## config.mk

```make
export PLATFORM = sky130hd
export DESIGN_NAME = date_pair_day_difference_top
export DESIGN_NICKNAME = d
export VERILOG_FILES = /design/src/hdl/dpdd_pkg.sv /design/src/hdl/dpdd_date.sv /design/src/hdl/date_pair_day_difference_top.sv
export SDC_FILE = /design/constraint.sdc
export NUM_CORES = 1
export LEC_CHECK = 0
export BUFFER_PORTS_ARGS = -buffer_cell sky130_fd_sc_hd__buf_2
export CAP_MARGIN = 20
export CORE_MARGIN = 3
export CORE_UTILIZATION = 45
export CTS_CLUSTER_SIZE = 24
export DETAILED_ROUTE_END_ITERATION = 12
export PLACE_DENSITY = 0.64
export SYNTH_ARGS = -nofsm -noshare
export SYNTH_HDL_FRONTEND = slang
export SYNTH_SLANG_ARGS = --single-unit
```

## constraint.sdc

```tcl
create_clock -name clk -period 18.25 [get_ports clk]
set_input_delay 2.7375 -clock clk [delete_from_list [all_inputs] [get_ports clk]]
set_output_delay 2.7375 -clock clk [all_outputs]
set_load 0.01 [all_outputs]
```

## src/hdl/dpdd_pkg.sv

```systemverilog
package dpdd_pkg;

	// Field widths of one request
	localparam int DAY_W  = 5;
	localparam int MON_W  = 4;
	localparam int YEAR_W = 14;

	// Day ordinal of the largest year that fits the year field
	localparam int ORD_W  = 23;
	// Day offset inside one year (up to 366)
	localparam int OFF_W  = 9;
	localparam int DIFF_W = 22;
	localparam logic [DIFF_W-1:0] DIFF_MAX = '1;

	localparam logic [MON_W-1:0] MONTHS = 4'd12;
	localparam logic [MON_W-1:0] FEB    = 4'd2;

	// Floor division by 100 as multiply and shift; exact for operands below 43690
	localparam int DIV100_MUL_W = 13;
	localparam logic [DIV100_MUL_W-1:0] DIV100_MUL = 13'd5243;
	localparam int DIV100_SHIFT = 19;
	localparam int CENT_W = YEAR_W + DIV100_MUL_W - DIV100_SHIFT;

	typedef enum logic [1:0] {
		ORD_FIRST_LATER  = 2'd0,
		ORD_SECOND_LATER = 2'd1,
		ORD_EQUAL        = 2'd2
	} order_t;

	typedef struct packed {
		logic [DAY_W-1:0]  first_day;
		logic [MON_W-1:0]  first_month;
		logic [YEAR_W-1:0] first_year;
		logic [DAY_W-1:0]  second_day;
		logic [MON_W-1:0]  second_month;
		logic [YEAR_W-1:0] second_year;
	} req_t;

	typedef struct packed {
		logic              first_valid;
		logic              second_valid;
		order_t            order;
		logic [DIFF_W-1:0] day_difference;
	} res_t;

	// Per-stage load enables for the date datapath
	typedef struct packed {
		logic s1;
		logic s2;
		logic s3;
	} stage_en_t;

	function automatic logic [DAY_W-1:0] month_len(input logic [MON_W-1:0] m,
	                                               input logic leap);
		logic [DAY_W-1:0] len;
		unique case (m)
			4'd1, 4'd3, 4'd5, 4'd7, 4'd8, 4'd10, 4'd12: len = 5'd31;
			4'd4, 4'd6, 4'd9, 4'd11:                    len = 5'd30;
			4'd2:    len = leap ? 5'd29 : 5'd28;
			default: len = 5'd0;
		endcase
		return len;
	endfunction

	function automatic logic [OFF_W-1:0] days_before(input logic [MON_W-1:0] m);
		logic [OFF_W-1:0] n;
		unique case (m)
			4'd2:    n = 9'd31;
			4'd3:    n = 9'd59;
			4'd4:    n = 9'd90;
			4'd5:    n = 9'd120;
			4'd6:    n = 9'd151;
			4'd7:    n = 9'd181;
			4'd8:    n = 9'd212;
			4'd9:    n = 9'd243;
			4'd10:   n = 9'd273;
			4'd11:   n = 9'd304;
			4'd12:   n = 9'd334;
			default: n = 9'd0;
		endcase
		return n;
	endfunction

endpackage

```

## src/hdl/dpdd_date.sv

```systemverilog
module dpdd_date #(
	parameter int YEAR_MAX = 9999
) (
	input  logic                       clk,
	input  dpdd_pkg::stage_en_t        en,
	input  logic [dpdd_pkg::DAY_W-1:0]  day,
	input  logic [dpdd_pkg::MON_W-1:0]  month,
	input  logic [dpdd_pkg::YEAR_W-1:0] year,
	output logic                       ok,
	output logic [dpdd_pkg::ORD_W-1:0]  ordinal
);
	import dpdd_pkg::*;

	localparam int PROD_W = YEAR_W + DIV100_MUL_W;

	// Stage 1: previous year, its centuries, range checks
	logic [YEAR_W-1:0] prev_year;
	logic [PROD_W-1:0] cent_prod;
	logic              yok_c, mok_c;

	assign prev_year = year - YEAR_W'(1);
	assign cent_prod = PROD_W'(prev_year) * PROD_W'(DIV100_MUL);
	assign yok_c     = (year != '0) && (32'(year) <= 32'(YEAR_MAX));
	assign mok_c     = (month != '0) && (month <= MONTHS);

	logic [DAY_W-1:0]  day_s1;
	logic [MON_W-1:0]  month_s1;
	logic [YEAR_W-1:0] prev_s1;
	logic [CENT_W-1:0] cent_s1;
	logic              yok_s1, mok_s1;

	always_ff @(posedge clk) begin
		if (en.s1) begin
			day_s1   <= day;
			month_s1 <= month;
			prev_s1  <= prev_year;
			cent_s1  <= cent_prod[DIV100_SHIFT +: CENT_W];
			yok_s1   <= yok_c;
			mok_s1   <= mok_c;
		end
	end

	// Stage 2: leap rule, day check, days before the year and inside it
	logic [YEAR_W-1:0] rem100;
	logic              cent_year, leap, dok;
	logic [1:0]        year_lo;
	logic [DAY_W-1:0]  mlen;
	logic [ORD_W-1:0]  base_c;
	logic [OFF_W-1:0]  off_c;

	assign rem100    = prev_s1 - YEAR_W'(YEAR_W'(cent_s1) * YEAR_W'(100));
	// year divisible by 100 exactly when the previous year ends in 99
	assign cent_year = (rem100 == YEAR_W'(99));
	assign year_lo   = prev_s1[1:0] + 2'd1;
	// centuries of the year itself are cent_s1 + 1 here
	assign leap      = ((year_lo == 2'd0) && !cent_year)
	                 || (cent_year && (cent_s1[1:0] == 2'b11));
	assign mlen      = month_len(month_s1, leap);
	assign dok       = (day_s1 != '0) && (day_s1 <= mlen);

	assign base_c = ORD_W'(prev_s1) * ORD_W'(365) + ORD_W'(prev_s1 >> 2)
	              - ORD_W'(cent_s1) + ORD_W'(cent_s1 >> 2);
	assign off_c  = days_before(month_s1)
	              + OFF_W'((month_s1 > FEB) && leap) + OFF_W'(day_s1);

	logic [ORD_W-1:0] base_s2;
	logic [OFF_W-1:0] off_s2;
	logic             ok_s2;

	always_ff @(posedge clk) begin
		if (en.s2) begin
			base_s2 <= base_c;
			off_s2  <= off_c;
			ok_s2   <= yok_s1 && mok_s1 && dok;
		end
	end

	// Stage 3: final ordinal
	logic [ORD_W-1:0] ord_s3;
	logic             ok_s3;

	always_ff @(posedge clk) begin
		if (en.s3) begin
			ord_s3 <= base_s2 + ORD_W'(off_s2);
			ok_s3  <= ok_s2;
		end
	end

	assign ok      = ok_s3;
	assign ordinal = ord_s3;

endmodule

```

## src/hdl/date_pair_day_difference_top.sv

```systemverilog
// Gregorian date pair day difference.
// Throughput: one request per cycle while not stalled; the date ordinals
// run in a 3-stage pipe (s1 to s3), the difference sits in the output register
// (s4) before result_valid, and bubbles close up on stall.
// Reset: arst_n clears all stage valid bits asynchronously; data is not reset.
module date_pair_day_difference_top #(
	parameter int YEAR_MAX = 9999
) (
	input  logic           clk,
	input  logic           arst_n,
	input  logic           dates_valid,
	output logic           dates_stall,
	input  dpdd_pkg::req_t dates,
	output logic           result_valid,
	input  logic           result_stall,
	output dpdd_pkg::res_t result
);
	import dpdd_pkg::*;

	logic      v_s1, v_s2, v_s3, v_s4;
	logic      rdy1, rdy2, rdy3, rdy4;
	stage_en_t en;

	// Each stage loads when it is empty or its successor moves
	assign rdy4 = !v_s4 || !result_stall;
	assign rdy3 = !v_s3 || rdy4;
	assign rdy2 = !v_s2 || rdy3;
	assign rdy1 = !v_s1 || rdy2;
	assign en   = '{s1: rdy1, s2: rdy2, s3: rdy3};

	assign dates_stall = !rdy1;

	always_ff @(posedge clk or negedge arst_n) begin
		if (!arst_n) begin
			v_s1 <= 1'b0;
			v_s2 <= 1'b0;
			v_s3 <= 1'b0;
			v_s4 <= 1'b0;
		end else begin
			if (rdy1) v_s1 <= dates_valid;
			if (rdy2) v_s2 <= v_s1;
			if (rdy3) v_s3 <= v_s2;
			if (rdy4) v_s4 <= v_s3;
		end
	end

	// Order from the raw fields: year, then month, then day
	logic [YEAR_W+MON_W+DAY_W-1:0] key1, key2;
	order_t                        ord_c;

	assign key1 = {dates.first_year, dates.first_month, dates.first_day};
	assign key2 = {dates.second_year, dates.second_month, dates.second_day};

	always_comb begin
		priority if (key1 > key2) ord_c = ORD_FIRST_LATER;
		else if (key1 < key2)     ord_c = ORD_SECOND_LATER;
		else                      ord_c = ORD_EQUAL;
	end

	order_t ord_s1, ord_s2, ord_s3;

	always_ff @(posedge clk) begin
		if (rdy1) ord_s1 <= ord_c;
		if (rdy2) ord_s2 <= ord_s1;
		if (rdy3) ord_s3 <= ord_s2;
	end

	// Day ordinals of both dates
	logic             ok1, ok2;
	logic [ORD_W-1:0] o1, o2;

	dpdd_date #(.YEAR_MAX(YEAR_MAX)) u_first (
		.clk     (clk),
		.en      (en),
		.day     (dates.first_day),
		.month   (dates.first_month),
		.year    (dates.first_year),
		.ok      (ok1),
		.ordinal (o1)
	);

	dpdd_date #(.YEAR_MAX(YEAR_MAX)) u_second (
		.clk     (clk),
		.en      (en),
		.day     (dates.second_day),
		.month   (dates.second_month),
		.year    (dates.second_year),
		.ok      (ok2),
		.ordinal (o2)
	);

	// Stage 4: absolute difference, saturate, zero on an invalid date
	logic [ORD_W-1:0]  ord_gap;
	logic [DIFF_W-1:0] diff_c;

	assign ord_gap = (o1 >= o2) ? (o1 - o2) : (o2 - o1);

	always_comb begin
		priority if (!ok1 || !ok2)             diff_c = '0;
		else if (ord_gap > ORD_W'(DIFF_MAX))   diff_c = DIFF_MAX;
		else                                   diff_c = DIFF_W'(ord_gap);
	end

	res_t res_s4;

	always_ff @(posedge clk) begin
		if (rdy4) begin
			res_s4.first_valid    <= ok1;
			res_s4.second_valid   <= ok2;
			res_s4.order          <= ord_s3;
			res_s4.day_difference <= diff_c;
		end
	end

	assign result_valid = v_s4;
	assign result       = res_s4;

endmodule

```

==> metrics.txt <==
Setup Buffers After CTS=0; Reg-to-Reg End=u_first.off_s2[8]; largest area contributor in the netlist=ha_1; Cell Area, Synth=0.0288 mm²; worst slew pin tran=1080 ps; ys async rst share=1.71%; Max Freq=0.107 GHz; Ys Warns=0; hold path depth=0; initial core utilization=45.6%; Mean Syn Cell Area=10.3 µm²; CTS root buf=clkbuf_16; Worst Hold End=ord_s2[1]; vias in the first global route=20500; die footprint=0.0670 mm²; EDFF count, synth=212; cells after synthesis=2784; worst hold path class=reg2reg; final hold violations=0; 1st-iter DRT viols=894; wire per inst=16.2 µm; Syn Nets=3691; row count=92; Syn-to-layout area delta=8.12%; CTS tree=yes; gpl congestion=0.888; Max Slew Vio Count=0; Max-cap violations=0; min-delay src=ord_s1[1]; Netlist cell types=68; Post-CTS Resized=0; Crit. End Element=flop; TNS Setup=0 ps; clock slew at reported path FFs=60 ps; crit path launch type=primary input; CP max-delay cell=xnor2_1; clk buf depth=3; antenna viol nets, final=0; most frequent cell after synthesis=inv_1; GRT Residual Overflow=0; IO Count=78; Residual DRC=0; Core ar.=0.0632 mm²; top_reg_cell synth=edfxtp_1; sequential element share of the synthesized area=23.7%; CTS H-Tree Depth=1; port buffer count=77; first-pass GRT wire length=102000 µm; DP HPWL=51800 µm; CTS Hold Bufs=0; required time worst endpoint=18540 ps; Slew HR=28.2%; share of cells above drive strength 1=5.25%; Synth area leaders=ha_1, edfxtp_1, fa_1; flop2flop setup slack=11340 ps; worst-path fanout max=8; worst r2r src=u_first.cent_s1[2]; CTS Sinks=234; synthesized flop and latch total=234; critical path class=in2reg; Yosys top cell area share=24.4%; critical path arrival=9640 ps; initial antenna violation count=10; RSZ-0062 raised after global routing=false; worst r2r path cells=24; crit path time final=9350 ps; slowest cell delay on critical path=770 ps; Total GRT Usage=18.6%; final critical-path share of the clock period=51.2%; Die H=259 µm; die span in x=259 µm; Synth top cells by count=inv_1, ha_1, fa_1; final net count=3780; Final setup viols=0; final WL=60800 µm; largest net degree at the start of global routing=77; 1st-pass router iterations=7; status=complete, no violations; Via Count=19100; crit-path cells=buf_2 -> nor4_1 -> nand3_1 -> or3_1 -> xnor2_1 -> fa_1 -> ha_1 -> fa_1 -> inv_1 -> fa_1 -> fa_1 -> inv_1 -> ha_1 -> a21o_1 -> a211oi_1 -> nand3b_1 -> o21ai_0 -> o21a_1 -> o21ai_0 -> nor2_1 -> o21bai_1 -> a21oi_1 -> xnor2_1; Setup Skew=27.6 ps; routed vias/inst=5.10; CTS buffer count=28; most used cell, CP=fa_1; clock latency on the worst-skew pair=560 ps
[how the worst max path moves through the flow]
stage	end	from	cells after the start	slack [ps]
floorplan	u_second.cent_s1[7]	dates[1]	27	9320
global placement	u_first.cent_s1[7]	dates[28]	23	8600
detailed placement	u_second.cent_s1[7]	dates[4]	24	8360
CTS	u_first.cent_s1[7]	dates[28]	23	8930
global route	u_first.cent_s1[7]	dates[28]	23	8450
finish	u_first.cent_s1[7]	dates[28]	23	8900
[state kept, by name, indices dropped and copies added, names as in the netlist, 2 cells and up, named ones only]
register,cells
u_second.ordinal,23
u_second.day_s1,5
u_second.cent_s1,8
u_first.cent_s1,8
u_first.base_s2,23
ord_s1,2
ord_s3,2
result,26
u_second.prev_s1,14
u_second.off_s2,9
u_first.off_s2,9
u_first.ordinal,23
u_first.day_s1,5
u_first.prev_s1,14
ord_s2,2
u_second.base_s2,23
u_first.month_s1,4
u_second.month_s1,4
[final cells by class]
cell class,instances,area (µm²)
clock buffer,35,748
clock inverter,17,141
timing repair buffer,88,488
fill,5703,32100
antenna,6,15.0
tap,846,1060
sequential,234,6830
inverter,617,2320
multi-input combinational,1904,19500
[routing by layer]
layer / up-vias / wire length [µm] / global-route usage, % / part of all wire (%)
li1: 9432 / - / - / -
met1: 9235 / 28100 / 25.0 / 46
met2: 337 / 28500 / 31.6 / 47
met3: 86 / 2850 / 2.86 / 4.7
met4: 8 / 1340 / 4.34 / 2.2
met5: - / 35 / 0 / 0.058
[worst max-delay path: cells and delay by family]
kind,cells,cell delay (ps)
buffers and inverters,3,230
adder cells (fa/ha/maj),6,2660
XOR/XNOR,2,850
AO/OA/AOI/OAI,7,1640
AND/OR/NAND/NOR,5,1500
[per-stage QoR]
step / util (%) / area, µm² / instances / setup slack (ps) / hold WS, ps
final: 49.3 / 31100 / 3747 / 8900 / 405
after global placement: 47.7 / 30200 / 3685 / 8600 / 404
after global routing: 49.2 / 31100 / 3744 / 8450 / 420
after CTS: 49.2 / 31100 / 3737 / 8930 / 403
after detailed placement: 47.7 / 30200 / 3685 / 8360 / 405
after floorplan: - / 28800 / 2784 / 9320 / 400
[cell families (layout without fill, tap and decap cells)]
logic type               after synthesis  in the layout  synth area share (%)
XOR/XNOR                             184            184                  5.65
multiplexers                          27             27                 0.974
other                                  0              6                     0
flip-flops                           234            234                  23.7
AND/OR/NAND/NOR                      425            425                  7.20
buffers and inverters                646            757                  8.49
AO/OA/AOI/OAI                        411            411                  9.01
adder cells (fa/ha/maj)              857            857                  45.0
[layout by cell type (no fill, tap or decap), types with 54 or more instances in the layout]
master,instances
nor2_1,108
xor2_1,54
fa_1,296
xnor2_1,129
a21oi_1,135
nand2_1,105
ha_1,561
o21ai_0,82
edfxtp_1,212
inv_1,616
a21o_1,58
buf_2,77
Power is left out: the tool's default activity adds up to more than one toggle a clock period on the data nets, which glitch-free logic cannot reach.
